**src/design/lpds_pkg.sv**
```systemverilog
// ----------------------------------------------------------------------------
// lpds_pkg: shared types and constants for the line position steering block
// Field types, operation and result codes, and reset values used by the
// top level and the drive update datapath.
// ----------------------------------------------------------------------------
`default_nettype none

package lpds_pkg;

  // payload types
  typedef logic        [7:0]  luma_t;
  typedef logic        [15:0] gain_t;
  typedef logic signed [14:0] err_t;
  typedef logic signed [15:0] drive_t;

  // operation bit of an input word
  localparam logic OP_CAL   = 1'b0;
  localparam logic OP_TRACK = 1'b1;

  // kind of a result word
  localparam logic KIND_THRESHOLD = 1'b0;
  localparam logic KIND_DRIVE     = 1'b1;

  // reset values
  localparam gain_t  GAIN_RESET  = 16'd328;
  localparam drive_t LEFT_RESET  = 16'sd0;
  localparam drive_t RIGHT_RESET = 16'sd100;
  localparam luma_t  MIN_RESET   = 8'd255;
  localparam luma_t  MAX_RESET   = 8'd0;

  // error accumulator limits
  localparam err_t ERR_MAX = 15'sd16383;
  localparam err_t ERR_MIN = -15'sd16384;

endpackage

`default_nettype wire

```
**src/design/line_position_derivative_steer_unit.sv**
```systemverilog
// ----------------------------------------------------------------------------
// line_position_derivative_steer_unit: camera row line tracker and steering
// Thresholds a luminance row and turns the line position into drive updates.
// ----------------------------------------------------------------------------
// Usage:
//   Input words are pixels of one row in column order (in_operation selects
//   calibration or tracking, in_row_end marks the last pixel). A calibration
//   row sets the threshold to the midpoint of its min and max; a tracking row
//   sums column weights of bright pixels and, at its end, applies the gain
//   times the error change to the left and right drives.
//   Only a row-end pixel produces a result word on the out_ channel.
//   cfg_wr_en / cfg_wr_data load the Q0.16 derivative gain; write it idle.
// Timing:
//   One pixel per cycle sustained while in_stall is low. A pixel is held in
//   an input register, its state update and the drive multiply run in that cycle,
//   and the result word is registered and valid in the cycle after it.
//   The per-row state loop (error accumulate, drive update) closes
//   combinationally around the state registers, which sets the one-pixel-per-cycle figure.
// Reset / stall:
//   Synchronous active-low reset clears row state, threshold, drives
//   (right drive to 100) and loads the default gain. in_stall rises only
//   when a row-end pixel waits while the result register is full and stalled.
// ----------------------------------------------------------------------------
`default_nettype none

module line_position_derivative_steer_unit
  import lpds_pkg::*;
#(
  parameter int ROW_WIDTH = 320
) (
  input  wire         clk,
  input  wire         rst_n,
  // pixel input channel
  input  wire         in_valid,
  output logic        in_stall,
  input  wire         in_operation,
  input  wire luma_t  in_luma,
  input  wire         in_row_end,
  // result channel
  output logic        out_valid,
  input  wire         out_stall,
  output logic        out_result_kind,
  output luma_t       out_threshold_out,
  output err_t        out_line_error,
  output drive_t      out_left_drive_out,
  output drive_t      out_right_drive_out,
  // gain register write
  input  wire         cfg_wr_en,
  input  wire gain_t  cfg_wr_data
);

  localparam int CW = $clog2(ROW_WIDTH + 1);
  localparam int WW = CW + 1;
  localparam logic [CW-1:0] COL_MAX  = CW'(ROW_WIDTH);
  localparam logic [CW-1:0] COL_HALF = CW'(ROW_WIDTH / 2);

  // input register
  logic          s1_valid_r;
  logic          s1_op_r;
  luma_t         s1_luma_r;
  logic          s1_row_end_r;
  logic          s1_go;
  logic          s1_fire;

  // block state
  gain_t         gain_r;
  luma_t         row_max_r, row_max_nxt;
  luma_t         row_min_r, row_min_nxt;
  luma_t         threshold_r, threshold_nxt;
  logic [CW-1:0] column_r, column_nxt;
  err_t          error_sum_r, error_sum_nxt;
  err_t          prev_error_r, prev_error_nxt;
  drive_t        left_r, left_nxt;
  drive_t        right_r, right_nxt;

  // per-pixel values
  luma_t              max_pix, min_pix, thr_new;
  logic [8:0]         mm_sum;
  logic               col_live;
  logic signed [WW-1:0] weight;
  logic signed [15:0] err_acc;
  err_t               err_pix;
  drive_t             left_calc, right_calc;

  // result register
  logic          out_valid_r;
  logic          out_kind_r,  out_kind_nxt;
  luma_t         out_thr_r,   out_thr_nxt;
  err_t          out_err_r,   out_err_nxt;
  drive_t        out_left_r,  out_left_nxt;
  drive_t        out_right_r, out_right_nxt;

  // handshake: only a row-end pixel needs the result slot
  assign s1_go    = !(s1_row_end_r && out_valid_r && out_stall);
  assign s1_fire  = s1_valid_r && s1_go;
  assign in_stall = s1_valid_r && !s1_go;

  always_ff @(posedge clk) begin
    if (!rst_n) begin
      s1_valid_r <= 1'b0;
    end else if (!in_stall) begin
      s1_valid_r <= in_valid;
    end
  end

  always_ff @(posedge clk) begin
    if (!in_stall) begin
      s1_op_r      <= in_operation;
      s1_luma_r    <= in_luma;
      s1_row_end_r <= in_row_end;
    end
  end

  // gain register
  always_ff @(posedge clk) begin
    if (!rst_n) begin
      gain_r <= GAIN_RESET;
    end else if (cfg_wr_en) begin
      gain_r <= cfg_wr_data;
    end
  end

  // calibration min/max and threshold midpoint
  assign max_pix = (s1_luma_r > row_max_r) ? s1_luma_r : row_max_r;
  assign min_pix = (s1_luma_r < row_min_r) ? s1_luma_r : row_min_r;
  assign mm_sum  = {1'b0, max_pix} + {1'b0, min_pix};
  assign thr_new = mm_sum[8:1];

  // tracking weight and saturating error accumulate
  assign col_live = (column_r != COL_MAX);
  assign weight   = $signed({1'b0, COL_HALF}) - $signed({1'b0, column_r});
  assign err_acc  = $signed({error_sum_r[14], error_sum_r})
                  + $signed({{(16-WW){weight[WW-1]}}, weight});

  always_comb begin
    err_pix = error_sum_r;
    if (s1_op_r == OP_TRACK && col_live && (s1_luma_r > threshold_r)) begin
      if (err_acc[15] != err_acc[14]) begin
        err_pix = err_acc[15] ? ERR_MIN : ERR_MAX;
      end else begin
        err_pix = err_acc[14:0];
      end
    end
  end

  lpds_drive_calc u_drive (
    .error_now  (err_pix),
    .error_prev (prev_error_r),
    .gain       (gain_r),
    .left_cur   (left_r),
    .right_cur  (right_r),
    .left_new   (left_calc),
    .right_new  (right_calc)
  );

  // state next values
  always_comb begin
    row_max_nxt    = row_max_r;
    row_min_nxt    = row_min_r;
    threshold_nxt  = threshold_r;
    column_nxt     = column_r;
    error_sum_nxt  = error_sum_r;
    prev_error_nxt = prev_error_r;
    left_nxt       = left_r;
    right_nxt      = right_r;
    if (s1_fire) begin
      if (s1_op_r == OP_CAL) begin
        row_max_nxt = max_pix;
        row_min_nxt = min_pix;
      end
      error_sum_nxt = err_pix;
      if (col_live) begin
        column_nxt = column_r + CW'(1);
      end
      if (s1_row_end_r) begin
        if (s1_op_r == OP_CAL) begin
          threshold_nxt = thr_new;
        end else begin
          left_nxt       = left_calc;
          right_nxt      = right_calc;
          prev_error_nxt = err_pix;
        end
        column_nxt    = '0;
        error_sum_nxt = '0;
        row_max_nxt   = MAX_RESET;
        row_min_nxt   = MIN_RESET;
      end
    end
  end

  always_ff @(posedge clk) begin
    if (!rst_n) begin
      row_max_r    <= MAX_RESET;
      row_min_r    <= MIN_RESET;
      threshold_r  <= '0;
      column_r     <= '0;
      error_sum_r  <= '0;
      prev_error_r <= '0;
      left_r       <= LEFT_RESET;
      right_r      <= RIGHT_RESET;
    end else begin
      row_max_r    <= row_max_nxt;
      row_min_r    <= row_min_nxt;
      threshold_r  <= threshold_nxt;
      column_r     <= column_nxt;
      error_sum_r  <= error_sum_nxt;
      prev_error_r <= prev_error_nxt;
      left_r       <= left_nxt;
      right_r      <= right_nxt;
    end
  end

  // result word payload
  always_comb begin
    out_kind_nxt = s1_op_r;
    if (s1_op_r == OP_CAL) begin
      out_thr_nxt   = thr_new;
      out_err_nxt   = '0;
      out_left_nxt  = left_r;
      out_right_nxt = right_r;
    end else begin
      out_thr_nxt   = threshold_r;
      out_err_nxt   = err_pix;
      out_left_nxt  = left_calc;
      out_right_nxt = right_calc;
    end
  end

  // result register
  always_ff @(posedge clk) begin
    if (!rst_n) begin
      out_valid_r <= 1'b0;
    end else if (s1_fire && s1_row_end_r) begin
      out_valid_r <= 1'b1;
    end else if (!out_stall) begin
      out_valid_r <= 1'b0;
    end
  end

  always_ff @(posedge clk) begin
    if (s1_fire && s1_row_end_r) begin
      out_kind_r  <= out_kind_nxt;
      out_thr_r   <= out_thr_nxt;
      out_err_r   <= out_err_nxt;
      out_left_r  <= out_left_nxt;
      out_right_r <= out_right_nxt;
    end
  end

  assign out_valid           = out_valid_r;
  assign out_result_kind     = out_kind_r;
  assign out_threshold_out   = out_thr_r;
  assign out_line_error      = out_err_r;
  assign out_left_drive_out  = out_left_r;
  assign out_right_drive_out = out_right_r;

  // checks
  a_stall_cause: assert property (@(posedge clk) disable iff (!rst_n)
    in_stall |-> (s1_valid_r && s1_row_end_r && out_valid_r && out_stall))
    else $error("input stalled without a blocked row end");

  a_column_bound: assert property (@(posedge clk) disable iff (!rst_n)
    column_r <= COL_MAX)
    else $error("column beyond row width");

  a_row_clear: assert property (@(posedge clk) disable iff (!rst_n)
    (s1_fire && s1_row_end_r) |=> (column_r == '0 && error_sum_r == '0))
    else $error("row state not cleared at row end");

  a_cal_error_zero: assert property (@(posedge clk) disable iff (!rst_n)
    (out_valid_r && out_kind_r == KIND_THRESHOLD) |-> (out_err_r == '0))
    else $error("threshold word carries a line error");

endmodule

`default_nettype wire

```
**src/design/lpds_drive_calc.sv**
```systemverilog
// ----------------------------------------------------------------------------
// lpds_drive_calc: derivative drive update
// Scales the change in line error by the Q0.16 gain, applies it to both
// drives with truncation toward zero, and saturates each to 16 bits.
// ----------------------------------------------------------------------------
`default_nettype none

module lpds_drive_calc
  import lpds_pkg::*;
(
  input  wire err_t   error_now,
  input  wire err_t   error_prev,
  input  wire gain_t  gain,
  input  wire drive_t left_cur,
  input  wire drive_t right_cur,
  output drive_t      left_new,
  output drive_t      right_new
);

  logic signed [15:0] diff;
  logic signed [32:0] prod;
  logic signed [34:0] prod_ext;

  // drive * 2^16 + delta, then divide by 2^16 toward zero and clamp
  function automatic drive_t apply_delta(input drive_t drive, input logic signed [34:0] delta);
    logic signed [34:0] scaled;
    logic signed [18:0] quot;
    drive_t             res;
    scaled = $signed({{3{drive[15]}}, drive, 16'h0000}) + delta;
    quot   = scaled[34:16];
    // floor shift rounds negatives down; bump back toward zero
    if (scaled[34] && (scaled[15:0] != 16'h0000)) begin
      quot = quot + 19'sd1;
    end
    if (quot > 19'sd32767) begin
      res = 16'sh7fff;
    end else if (quot < -19'sd32768) begin
      res = 16'sh8000;
    end else begin
      res = quot[15:0];
    end
    return res;
  endfunction

  // derivative term in Q0.16
  assign diff     = $signed({error_now[14], error_now}) - $signed({error_prev[14], error_prev});
  assign prod     = diff * $signed({1'b0, gain});
  assign prod_ext = {{2{prod[32]}}, prod};

  assign left_new  = apply_delta(left_cur, -prod_ext);
  assign right_new = apply_delta(right_cur, prod_ext);

endmodule

`default_nettype wire
```
**config.mk**
```make
export PLATFORM = sky130hd
export DESIGN_NAME = line_position_derivative_steer_unit
export DESIGN_NICKNAME = d
export VERILOG_FILES = /design/src/design/lpds_pkg.sv /design/src/design/line_position_derivative_steer_unit.sv /design/src/design/lpds_drive_calc.sv
export SDC_FILE = /design/constraint.sdc
export NUM_CORES = 1
export LEC_CHECK = 0
export BUFFER_PORTS_ARGS = -buffer_cell sky130_fd_sc_hd__buf_2
export CAP_MARGIN = 15
export CORE_MARGIN = 1
export CORE_UTILIZATION = 39
export DETAILED_ROUTE_END_ITERATION = 8
export MAX_ROUTING_LAYER = met4
export PLACE_DENSITY = 0.66
export SYNTH_ARGS = -nofsm -noshare
export SYNTH_HDL_FRONTEND = slang
export SYNTH_SLANG_ARGS = --single-unit
```
**constraint.sdc**
```tcl
create_clock -name clk -period 39.2 [get_ports clk]
set_input_delay 3.92 -clock clk [delete_from_list [all_inputs] [get_ports clk]]
set_output_delay 3.92 -clock clk [all_outputs]
set_load 0.01 [all_outputs]
```
* Word level (Yosys, flattened, before mapping)
Index checks and enable logic that the tools add are counted.
** Word-level totals
- Output and inout port bits :: 58
- Register bits after elaboration :: 179
- Logic and storage cells :: 81
- Input bits :: 31
** Operators by class
- Magnitude comparators :: 7
- Mux-type cells :: 23
- $mul :: 1
- Add/sub/neg operators :: 10
- Equal/unequal tests :: 4
- Reductions and logical operators :: 17
** Operator list (count)
- 2-to-1 mux 16 bit :: 6
- 2-to-1 mux 15 bit :: 4
- 2-to-1 mux 8 bit :: 7
- adder 19 x 2 -> 19 bit, second input constant :: 2
- > comparator 19 x 16 -> 1 bit, second input constant :: 2
- < comparator 19 x 16 -> 1 bit, second input constant :: 2
- 2-to-1 mux 19 bit :: 2
- adder 32 x 35 -> 35 bit :: 1
- negator 33 -> 35 bit :: 1
- adder 32 x 33 -> 34 bit :: 1
- multiplier 16 x 17 -> 33 bit :: 1
- nonzero test 16 bit :: 2
- 2-to-1 mux 9 bit :: 2
- adder 15 x 10 -> 16 bit :: 1
- > comparator 8 bit :: 2
- subtractor 15 x 15 -> 16 bit :: 1
- subtractor 8 x 9 -> 10 bit, first input constant :: 1
- adder 8 x 8 -> 9 bit :: 1
- adder 9 x 1 -> 9 bit, second input constant :: 1
- logical AND 1 bit :: 9
- inequality test 9 bit, second input constant :: 1
- < comparator 8 bit :: 1
- AND reduction 2 bit :: 3
- inequality test 2 x 1 -> 1 bit, second input constant :: 2
- other kinds (5) :: 6

* Logic depth before layout (Yosys ltp)
Gate-level depths: netlist of run 1.
- Depth after elaboration :: 16
- Mapped depth :: 77
- Mapped depth without buffers :: 73

* Cells and area by module
A second synthesis of run 1 with hierarchy kept.
** Unflattened totals
- Cells, all modules :: 2497
- Area, all modules :: 21643.3 sq um
** By module, submodules not included
- lpds_drive_calc :: area each 12421.9 sq um, instances 1, cells an instance 1556, sequential area each 0.0 sq um
- line_position_derivative_steer_unit :: area each 9221.3 sq um, instances 1, cells an instance 941, sequential area each 4244.1 sq um

* Least setup slack after synthesis of run 1
Ideal clock, no wire load.
- Path kind :: flip-flop to flip-flop
- Start :: register column_r[0]
- End :: register out_left_r[0] (netlist: out_left_drive_out[0]), data pin
- Stages on the path, launching flop included :: 72
- Library setup time :: 0.270 ns
- Path slack :: 23.599 ns
- Arrival :: 15.331 ns
- Cell sequence :: dfxtp_1 > inv_1 > ha_1 > ha_1 > a21o_1 > a21oi_1 > o21ai_0 > a21oi_1 > o21ai_0 > a21oi_1 > o21ai_0 > a2111oi_0 > o31ai_1 > a2111oi_0 > a21oi_1 > clkbuf_1 > maj3_1 > o21ai_0 > [... 36 more ...] > ha_1 > clkbuf_1 > a21o_1 > a21oi_1 > o21ai_0 > a21o_1 > a21oi_1 > o311a_1 > o21ba_2 > clkbuf_1 > nand2_1 > mux2_2 > nor3_1 > a41o_1 > o21ai_2 > buf_4 > a21oi_2 > a21oi_1
** On the way
- Longest elaborated chain between the ends :: 16
- Elaborated cells on any way between the ends :: 22
** Ends and longest elaborated chain
- start: declaration :: line line_position_derivative_steer_unit.sv:70 : logic [CW-1:0] column_r, column_nxt;
- start signal: assignment :: line line_position_derivative_steer_unit.sv:205 : column_r <= column_nxt;
- subtractor 8 x 9 -> 10 bit :: line line_position_derivative_steer_unit.sv:131 : assign weight = $signed({1'b0, COL_HALF}) - $signed({1'b0, column_r});
- adder 15 x 10 -> 16 bit :: line line_position_derivative_steer_unit.sv:133 : + $signed({{(16-WW){weight[WW-1]}}, weight});
- 2-to-1 mux 15 bit or inequality test 1 bit (tied branches) :: line line_position_derivative_steer_unit.sv:139, line_position_derivative_steer_unit.sv:138
- 2-to-1 mux 15 bit :: line line_position_derivative_steer_unit.sv:138 : if (err_acc[15] != err_acc[14]) begin
- 2-to-1 mux 15 bit * :: line line_position_derivative_steer_unit.sv:137 : if (s1_op_r == OP_TRACK && col_live && (s1_luma_r > threshold_r)) begin
- net err_pix[1] :: line line_position_derivative_steer_unit.sv:82 : err_t err_pix;
- subtractor 15 x 15 -> 16 bit * :: line lpds_drive_calc.sv:46 : assign diff = $signed({error_now[14], error_now}) - $signed({error_prev[14], error_prev});
- multiplier 16 x 17 -> 33 bit * :: line lpds_drive_calc.sv:47 : assign prod = diff * $signed({1'b0, gain});
- negator 33 -> 35 bit * :: line lpds_drive_calc.sv:50 : assign left_new = apply_delta(left_cur, -prod_ext);
- adder 32 x 35 -> 35 bit * :: line lpds_drive_calc.sv:29 : scaled = $signed({{3{drive[15]}}, drive, 16'h0000}) + delta;
- branches (longest 2 deep; another with adder 19 x 2 -> 19 bit)
- 2-to-1 mux 19 bit * :: line lpds_drive_calc.sv:32 : if (scaled[34] && (scaled[15:0] != 16'h0000)) begin
- < comparator 19 x 16 -> 1 bit :: line lpds_drive_calc.sv:37 : end else if (quot < -19'sd32768) begin
- 2-to-1 mux 16 bit :: line lpds_drive_calc.sv:37
- 2-to-1 mux 16 bit * :: line lpds_drive_calc.sv:35 : if (quot > 19'sd32767) begin
- 2-to-1 mux 16 bit *
- net out_left_nxt[0] :: line line_position_derivative_steer_unit.sv:90 : drive_t out_left_r, out_left_nxt;
- end signal: assignment :: line line_position_derivative_steer_unit.sv:245 : out_left_r <= out_left_nxt;
- end: declaration :: line line_position_derivative_steer_unit.sv:90
Mark *: on every way through the listed nets, which the timed path passes.
A chain may end at the register's enable or synchronous reset.

* Worst setup path in the final report of run 1
- Start :: register column_r[0]
- End :: register out_right_r[3] (netlist: out_right_drive_out[3]), data pin
** On the way
- Longest elaborated chain between the ends :: 15
- Elaborated cells on any way between the ends :: 21
** Ends and longest elaborated chain
- subtractor 8 x 9 -> 10 bit :: line line_position_derivative_steer_unit.sv:131
- adder 15 x 10 -> 16 bit :: line line_position_derivative_steer_unit.sv:133
- 2-to-1 mux 15 bit or inequality test 1 bit (tied branches) :: line line_position_derivative_steer_unit.sv:139, line_position_derivative_steer_unit.sv:138
- 2-to-1 mux 15 bit :: line line_position_derivative_steer_unit.sv:138
- 2-to-1 mux 15 bit * :: line line_position_derivative_steer_unit.sv:137
- net err_pix[3] :: line line_position_derivative_steer_unit.sv:82
- subtractor 15 x 15 -> 16 bit * :: line lpds_drive_calc.sv:46
- multiplier 16 x 17 -> 33 bit * :: line lpds_drive_calc.sv:47
- adder 32 x 33 -> 34 bit * :: line lpds_drive_calc.sv:29
- branches (longest 2 deep; another with adder 19 x 2 -> 19 bit)
- 2-to-1 mux 19 bit * :: line lpds_drive_calc.sv:32
- < comparator 19 x 16 -> 1 bit :: line lpds_drive_calc.sv:37
- 2-to-1 mux 16 bit :: line lpds_drive_calc.sv:37
- 2-to-1 mux 16 bit * :: line lpds_drive_calc.sv:35
- 2-to-1 mux 16 bit *
- net out_right_nxt[3] :: line line_position_derivative_steer_unit.sv:91 : drive_t out_right_r, out_right_nxt;
- end signal: assignment :: line line_position_derivative_steer_unit.sv:246 : out_right_r <= out_right_nxt;
- end: declaration :: line line_position_derivative_steer_unit.sv:91
Marks and branches as above.

==> out/qor.txt, run 1 <==
status: complete, no violations
Vias: 17500
f_max: 53.6 MHz
Hold Path Depth: 2
I/O pins: 89
Yosys Warn Count: 0
Syn Nets: 2971
CTS root buf: clkbuf_16
mapped cell area: 21300 sq um
Cells after Synth: 2521
Post-synth top flop: dfxtp_1
setup violators final: 0
R2R setup slack: 20.56 ns
routed vias/inst: 5.38
hold endpoint: prev_error_r[5]
Hold Vio Cnt, Final: 0
Startpoint Class: flop
first-pass GRT wire length: 89900 um
largest net degree at the start of global routing: 66
Hold/Removal Path Class: reg2reg
asr flop ratio synth: 0%
grt ovf: 0
mean area per synthesized cell: 8.44 sq um
CP most frequent cell: o21ai_0
RSZ-0062 raised after global routing: false
final std cells w/o fill: 3246
Synth cell types: 88
Core Util, Final: 42.6%
area grow syn2layout: 7.76%
latest clock arrival within the worst-skew pair: 0.49 ns
CP peak stage delay: 0.86 ns
diode count: 0
Reg2Reg Capture Point: out_right_drive_out[3]
die width: 236 um
Post-CTS Hold Buffers: 0
placer congestion estimate: 0.930
post-route minimum period: 18.64 ns
Placed Cells: 3214
DIE HEIGHT: 236 um
Worst R2R Start: column_r[0]
Crit. End Element: flop
htree depth: 4
DR iter-0 viols: 1148
post-route ant nets: 0
ratio of cells with drive above 1 in the final layout: 7.45%
max-cap violations: 0
post_cts resized: 0
Starting Density: 39.5%
TNS Setup: 0 ns
sequential area share after synthesis: 19.9%
WL final: 55300 um
# rows: 85
Total GRT Usage: 20.9%
Worst path slowest cell: o21ai_0
DIE AREA: 55500 sq um
hpwl dp: 43400 um
CP Data Required Time: 39.49 ns
number of global-route vias before repair: 17600
Yosys top cell by area: fa_1
clock buffer depth: 2
crit path kind: reg2reg
Sink Count: 179
Worst Reg-to-Reg Cells: 64
initial antenna violation count: 0
fin nets: 2987
Worst Clk Skew: 0.0193 ns
area share of the largest cell type after synthesis: 18.6%
Core Region: 53800 sq um
Port Buf Inserts: 88
Synth top cells by count: inv_1 (366), nand2_1 (265), ha_1 (221)
largest cells by area after synthesis: fa_1 (19%), ha_1 (13%), dfxtp_1 (11%), edfxtp_1 (9.3%), inv_1 (6.5%)
cts bufs inserted: 17
Post-CTS Setup Inserts: 0
Worst Tran Pin Value: 1.22 ns
worst rel slew slack: 18.4%
WL/cell: 17.0 um
TritonRoute pass-1 iters: 5
# DRC: 0
peak fanout along the critical path: 20
most frequent cell after synthesis: inv_1
CP Data Arrival Time: 18.93 ns
Reg clk slew, reported paths: 0.08 ns
final slew viol count: 0
period utilization: 47.6%
Synth Register Bits: 179
HP Start: prev_error_r[5]
Post-synth EDFFs: 66
TritonCTS clock tree: yes
## layer usage
metal	track usage (%)	up-vias	share of wire (%)
li1	-	8434	-
met1	26.3	8524	45
met2	34.1	429	48
met3	3.12	85	4.2
met4	7.59	0	2.9
met5	-	-	0
## cells by family (layout without fill, tap and decap cells)
logic type / after synthesis / in the layout / share of synthesized area (%)
adder cells (fa/ha/maj): 421 / 421 / 31.7
flip-flops: 179 / 179 / 19.9
AND/OR/NAND/NOR: 804 / 804 / 18.4
buffers and inverters: 483 / 512 / 8.58
AO/OA/AOI/OAI: 489 / 489 / 15.1
multiplexers: 34 / 34 / 1.67
XOR/XNOR: 111 / 111 / 4.57
## sequential cells by signal, indices dropped and copies added, names as in the netlist, 15 cells and up
signal / flops
out_line_error: 15
left_r: 16
gain_r: 16
out_left_drive_out: 16
prev_error_r: 15
right_r: 16
out_right_drive_out: 16
error_sum_r: 15
## through the flow
| step | setup WS (ns) | area [sq um] | hold WS (ns) |
|---|---|---|---|
| final | 20.56 | 22900 | 0.451 |
| after global routing | 18.44 | 22900 | 0.477 |
| after CTS | 20.66 | 22900 | 0.457 |
| after detailed placement | 20.73 | 22300 | 0.446 |
| after global placement | 21.39 | 22300 | 0.439 |
| after floorplan | 23.60 | 21300 | 0.424 |
## worst max-delay path: cells and delay by family, from the launching register on
family | cells | cell delay, ns
adders and majority gates | 11 | 4.42
AOI/OAI and AO/OA | 36 | 9.42
DFF | 1 | 0.40
xor gates and xnor gates | 1 | 0.20
and+or+nand+nor | 11 | 3.47
buffers and inverters | 5 | 0.48
## layout make-up
class | instances | area, sq um
fill | 5348 | 30900
multi-input combinational | 1859 | 15200
sequential | 179 | 4240
inverter | 369 | 1390
tap | 696 | 871
timing repair buffer | 111 | 613
clock buffer | 17 | 425
clock inverter | 15 | 156
## how the worst max path moves through the flow
stage                     depth (start not counted)        start                      end
after floorplan                                  71  column_r[0]    out_left_drive_out[0]
after CTS                                        64  column_r[0]   out_right_drive_out[3]
after global routing                             63  column_r[0]   out_right_drive_out[3]
after global placement                           66  column_r[0]  out_right_drive_out[13]
after detailed placement                         64  column_r[0]   out_right_drive_out[3]
final                                            64  column_r[0]   out_right_drive_out[3]
## placed cells by master, fill, tap and decap left out, types with 34 or more instances in the layout
cell type and count:
a21oi_1 122, and2_1 104, buf_2 88, dfxtp_1 113
edfxtp_1 66, fa_1 198, ha_1 221, inv_1 366
nand2_1 265, nand3_1 58, nor2_1 176, nor2b_1 45
nor3_1 34, o21ai_0 127, xnor2_1 65, xor2_1 45
Power of run 1 is left out: the tool's default activity adds up to more than one toggle a clock period on the data nets, which glitch-free logic cannot reach.
==> run 2: changes to the inputs <==
- ABC_AREA: not set -> 1
- PLACE_DENSITY: 0.66 -> 0.68
- clock period: 39.2 -> 16.1 ns (I/O delays scaled with it)
==> run 2 against run 1 <==
Net effect:
- register-to-register slack got worse by 19 ns
- non-clock buffer count down 3
- final area rose by 2.6%
- via count up 9.0%
- utilization increased by 0.68 points
- critical path type unchanged
==> out/qor.txt, run 2 <==
latest clock arrival within the worst-skew pair: 0.50 ns (about the same)
Starting Density: 39.8% (+0.27 points)
max-cap violations: 0 (unchanged)
status: complete, no violations
TritonRoute pass-1 iters: 5 (unchanged)
clock buffer depth: 2 (unchanged)
Sink Count: 179 (unchanged)
placer congestion estimate: 1.02 (+9.4%)
most common cell after layout, fill and taps aside: nand2_1
asr flop ratio synth: 0% (unchanged)
grt ovf: 0 (unchanged)
period utilization: 91.1% (+44 points)
mapped cell area: 21600 sq um (+1.7%)
f_max: 68.2 MHz (+27%)
post-route cell area: 23500 sq um (+2.6%)
CP peak stage delay: 0.55 ns (-0.31 ns)
RSZ-0062 raised after global routing: false
Startpoint Class: flop
WL final: 60700 um (+9.7%)
mean area per synthesized cell: 7.29 sq um (-14%)
# rows: 85 (unchanged)
TritonCTS clock tree: yes
Crit. End Element: flop
setup violators final: 0 (unchanged)
Hold/Removal Path Class: reg2reg
Hold Vio Cnt, Final: 0 (unchanged)
area grow syn2layout: 8.75%
TNS Setup: 0 ns (unchanged)
number of global-route vias before repair: 18500 (+4.7%)
CP Data Required Time: 16.35 ns (-23.14 ns)
Synth Register Bits: 179 (unchanged)
peak fanout along the critical path: 15 (-25%)
cts bufs inserted: 17 (unchanged)
crit path kind: reg2reg
Cells after Synth: 2966 (+18%)
Core Region: 54300 sq um (+0.99%)
I/O pins: 89 (unchanged)
commonest non-fill, non-tap cells in the layout: nand2_1 (666), inv_1 (579), nor2_1 (288)
Worst path slowest cell: fa_1
Yosys top cell by area: fa_1
WL/cell: 16.0 um (-5.8%)
Yosys Warn Count: 0 (unchanged)
Worst Tran Pin Value: 1.01 ns (-0.210 ns)
Vias: 19000 (+9.0%)
# DRC: 0 (unchanged)
most frequent cell after synthesis: nand2_1
hpwl dp: 48900 um (+13%)
dpl ws: 1.12 ns (-19.61 ns)
worst rel slew slack: 32.8% (+14 points)
initial antenna violation count: 1 (+1)
Post-synth EDFFs: 66 (unchanged)
largest cells by area after synthesis: fa_1 (18%), ha_1 (13%), nand2_1 (12%), dfxtp_1 (10%), inv_1 (10%)
area share of the largest cell type after synthesis: 18.3% (-0.31 points)
CP Data Arrival Time: 14.92 ns (-4.01 ns)
DR iter-0 viols: 1416 (+23%)
fin worst setup slack: 1.43 ns (-19.13 ns)
DIE AREA: 56400 sq um (+1.7%)
Post-synth top flop: dfxtp_1
diode count: 0 (unchanged)
CTS root buf: clkbuf_16
fin nets: 3480 (+17%)
Reg clk slew, reported paths: 0.08 ns (about the same)
sequential area share after synthesis: 19.6% (-0.33 points)
Synth top cells by count: nand2_1 (668), inv_1 (580), nor2_1 (290)
Port Buf Inserts: 88 (unchanged)
Synth cell types: 55 (-38%)
fillers: 5598 (+4.7%)
Core Util, Final: 43.3% (+0.68 points)
first-pass GRT wire length: 97500 um (+8.5%)
routed vias/inst: 5.03 (-6.5%)
post-route minimum period: 14.67 ns (-3.97 ns)
htree depth: 4 (unchanged)
ratio of cells with drive above 1 in the final layout: 7.20% (-0.25 points)
CP most frequent cell: nand2_1
Post-CTS Hold Buffers: 0 (unchanged)
cell area after placement: 22800 sq um (+2.0%)
post-route ant nets: 0 (unchanged)
DIE HEIGHT: 238 um (+0.83%)
Total GRT Usage: 22.8% (+1.9 points)
Syn Nets: 3416 (+15%)
die width: 238 um (+0.83%)
final slew viol count: 0 (unchanged)
Worst Clk Skew: 0.0303 ns (+0.0110 ns)
largest net degree at the start of global routing: 74 (+12%)
-- run 2: changes by cell type in the layout (fill, tap and decap cells not counted), moves of 26 or more --
cell      previous run  this run
a21oi_1            122       180
nand3_1             58       137
inv_1              366       579
and2_1             104         4
xnor2_1             65        16
nor2b_1             45         0
a21o_1              30         3
nand2_1            265       666
and3_1              27         1
nand2b_1            29         0
nor2_1             176       288
-- run 2: routing by layer --
metal	track usage (%)	part of all wire, %
met2	35.5	45
met3	4.82	7.8
met1	29.8	45
met5	-	0
met4	6.41	2.5
-- run 2: final timing paths --
kind,startpoint,endpoint,slack [ns],depth (start not counted)
max,column_r[0],out_right_drive_out[13],1.43,82
min reg2reg,row_min_r[0],row_min_r[0],0.48,2
max reg2reg,column_r[0],out_right_drive_out[13],1.43,82
min,row_min_r[0],row_min_r[0],0.48,2
-- run 2: cell families (layout without fill, tap and decap cells) --
kind of cell,after synthesis,after routing,share of synthesized area (%)
adders and majority gates,419,419,31.1
and+or+nand+nor,1220,1220,23.5
xor gates and xnor gates,84,84,3.40
buffers and inverters,667,743,11.8
AOI/OAI and AO/OA,397,398,10.6
DFF,179,179,19.6
-- run 2: final cells by class --
| class | instances | area (sq um) | share of cell area (%) |
|---|---|---|---|
| Clock buffer | 18 | 439 | 1.87 |
| Multi-Input combinational cell | 2121 | 14900 | 63.2 |
| Tap cell | 739 | 925 | 3.93 |
| Sequential cell | 179 | 4240 | 18.0 |
| Timing Repair Buffer | 108 | 603 | 2.56 |
| Inverter | 603 | 2270 | 9.65 |
| Clock inverter | 14 | 168 | 0.713 |
-- run 2: through the flow --
step,std cells,hold WS (ns)
final,3782,0.477
after CTS,3771,0.477
after floorplan,2966,0.439
after global routing,3782,0.508
after detailed placement,3739,0.459
after global placement,3739,0.453
-- run 2: repair_timing --
| item | 4_1_cts | 5_1_grt |
|---|---|---|
| buffers inserted | 0 | 9 |
| resized for setup | 0 | 8 |
| endpoints found under the setup margin | 0 | 61 |
-- run 2: critical path: cells and delay by family, from the launching register on --
| kind | cells | cell delay, ns |
|---|---|---|
| flops | 1 | 0.41 |
| fa+ha+maj | 12 | 4.81 |
| simple gates | 39 | 5.07 |
| xor+xnor | 4 | 0.78 |
| compound gates | 13 | 2.09 |
| buf+inv | 14 | 1.27 |
Power of run 2 is left out for the same reason.
==> run 3: changes to the inputs <==
- GPL_TIMING_DRIVEN: not set -> 0
==> run 3 against run 2 <==
Net effect:
- utilization is 0.38 points higher
- non-clock buffer count is 51 higher
- clock skew is 0.0093 ns lower
- count of clock-buffer cells in the layout is 1 lower
- routed wire length is 1.5% lower
- worst setup slack worse by 0.31 ns
- cell count is 1.3% higher
- maximum frequency is 2.1% lower
- flip-flop and latch count stayed put
- first-iteration DRC count is 4.0% higher
- final area is 0.87% higher
- highest routed layer unchanged
==> out/qor.txt, run 3 (synthesis results as in run 2) <==
placer congestion estimate: 0.979 (-3.8%)
max-cap violations: 0 (unchanged)
diode count: 0 (unchanged)
grt ovf: 0 (unchanged)
cts bufs inserted: 17 (unchanged)
CP Data Arrival Time: 15.23 ns (+0.31 ns)
CP startpoint: column_r[0]
number of global-route vias before repair: 18500 (+0.36%)
Reg clk slew, reported paths: 0.07 ns (about the same)
Hold Path Depth: 2 (unchanged)
Worst path slowest cell: fa_1
htree depth: 4 (unchanged)
CTS root buf: clkbuf_16
Hold Vio Cnt, Final: 0 (unchanged)
post-route minimum period: 14.98 ns (+0.311 ns)
routed vias/inst: 4.99 (-0.85%)
Total GRT Usage: 22.7% (-0.11 points)
Core Region: 54300 sq um (unchanged)
Sink Count: 179 (unchanged)
# rows: 85 (unchanged)
family with the most delay on the worst path: simple AND/OR/NAND/NOR gates
R2R setup slack: 1.12 ns (-0.31 ns)
final slew viol count: 0 (unchanged)
Crit. End Element: flop
first-pass GRT wire length: 97500 um (about the same)
Core Util, Final: 43.7% (+0.38 points)
CP Data Required Time: 16.35 ns (about the same)
Post-CTS Hold Buffers: 0 (unchanged)
f_max: 66.7 MHz (-2.1%)
TritonCTS clock tree: yes
Worst Clk Skew: 0.0211 ns (-0.00927 ns)
crit path kind: reg2reg
post-route ant nets: 0 (unchanged)
most common cell after layout, fill and taps aside: nand2_1
status: complete, no violations
area grow syn2layout: 9.69%
# DRC: 0 (unchanged)
clock buffer depth: 2 (unchanged)
die width: 238 um (unchanged)
WL final: 59700 um (-1.5%)
Worst Tran Pin Value: 1.05 ns (+0.0442 ns)
Critical Path Sink: out_right_drive_out[4]
Vias: 19100 (+0.46%)
final std cells w/o fill: 3832 (+1.3%)
HP Start: row_max_r[6]
post-route cell area: 23700 sq um (+0.87%)
dpl ws: 0.328 ns (-0.794 ns)
initial antenna violation count: 0 (-1)
commonest non-fill, non-tap cells in the layout: nand2_1 (664), inv_1 (579), nor2_1 (290)
setup violators final: 0 (unchanged)
largest net degree at the start of global routing: 66 (-11%)
DIE HEIGHT: 238 um (unchanged)
Hold/Removal Path Class: reg2reg
ratio of cells with drive above 1 in the final layout: 7.15% (-0.052 points)
period utilization: 93.1% (+1.9 points)
Startpoint Class: flop
cell area after placement: 23000 sq um (+0.89%)
I/O pins: 89 (unchanged)
Starting Density: 39.8% (unchanged)
worst rel slew slack: 29.4% (-3.5 points)
CP peak stage delay: 0.56 ns (about the same)
CP most frequent cell: nand2_1
Port Buf Inserts: 87 (-1.1%)
latest clock arrival within the worst-skew pair: 0.51 ns (about the same)
TritonRoute pass-1 iters: 8 (+3)
Worst R2R Start: column_r[0]
Reg2Reg Capture Point: out_right_drive_out[4]
Placed Cells: 3792 (+1.4%)
fin nets: 3530 (+1.4%)
count of buffer and inverter cells on the critical path: 12 (-2)
DR iter-0 viols: 1473 (+4.0%)
Worst Reg-to-Reg Cells: 74 (-9.8%)
peak fanout along the critical path: 10 (-5)
hpwl dp: 48700 um (-0.37%)
DIE AREA: 56400 sq um (unchanged)
fin worst setup slack: 1.12 ns (-0.311 ns)
Critical Path Stages: 74 (-9.8%)
WL/cell: 15.6 um (-2.8%)
==> run 3: what timing repair did <==
action | CTS | global route
gates resized for setup | 0 | 26
buffers inserted | 0 | 8
endpoints found under the setup margin | 0 | 64
==> run 3: worst min path at each step <==
stage / end
after floorplan: row_min_r[0]
after global placement: row_min_r[0]
after detailed placement: row_min_r[0]
after CTS: row_max_r[2]
after global routing: prev_error_r[8]
final: row_max_r[6]
==> run 3: metal layers <==
layer	routed length [um]	up-vias	global-route usage (%)	share of wire, %
met3	3990	91	4.05	6.7
met1	27300	8923	30.1	46
met5	0	-	-	0
li1	-	9546	-	-
met2	26900	570	35.1	45
met4	1510	0	7.19	2.5
==> run 3: area by class of cell <==
| cell class | instances | area (sq um) |
|---|---|---|
| inverters | 603 | 2270 |
| repair buffers | 95 | 495 |
| clock buffers | 17 | 425 |
| clock inverters | 15 | 186 |
| well taps | 739 | 925 |
| flip-flops and latches | 179 | 4240 |
| multi-input cells | 2120 | 14900 |
| plain buffers | 64 | 297 |
| fillers | 5636 | 30600 |
==> run 3: stage by stage <==
| step | hold slack (ns) | setup TNS (ns) |
|---|---|---|
| floorplan | 0.439 | 0 |
| global placement | 0.463 | 0 |
| detailed placement | 0.467 | 0 |
| CTS | 0.484 | 0 |
| global route | 0.504 | -0.116 |
| finish | 0.483 | 0 |
==> run 3: tightest hold or removal path, delay by kind of cell (launching register included) <==
family,cells,cell delay [ns]
AND/OR/NAND/NOR,1,0.06
AO/OA/AOI/OAI,1,0.05
flip-flops,1,0.32
Power of run 3 is left out for the same reason.
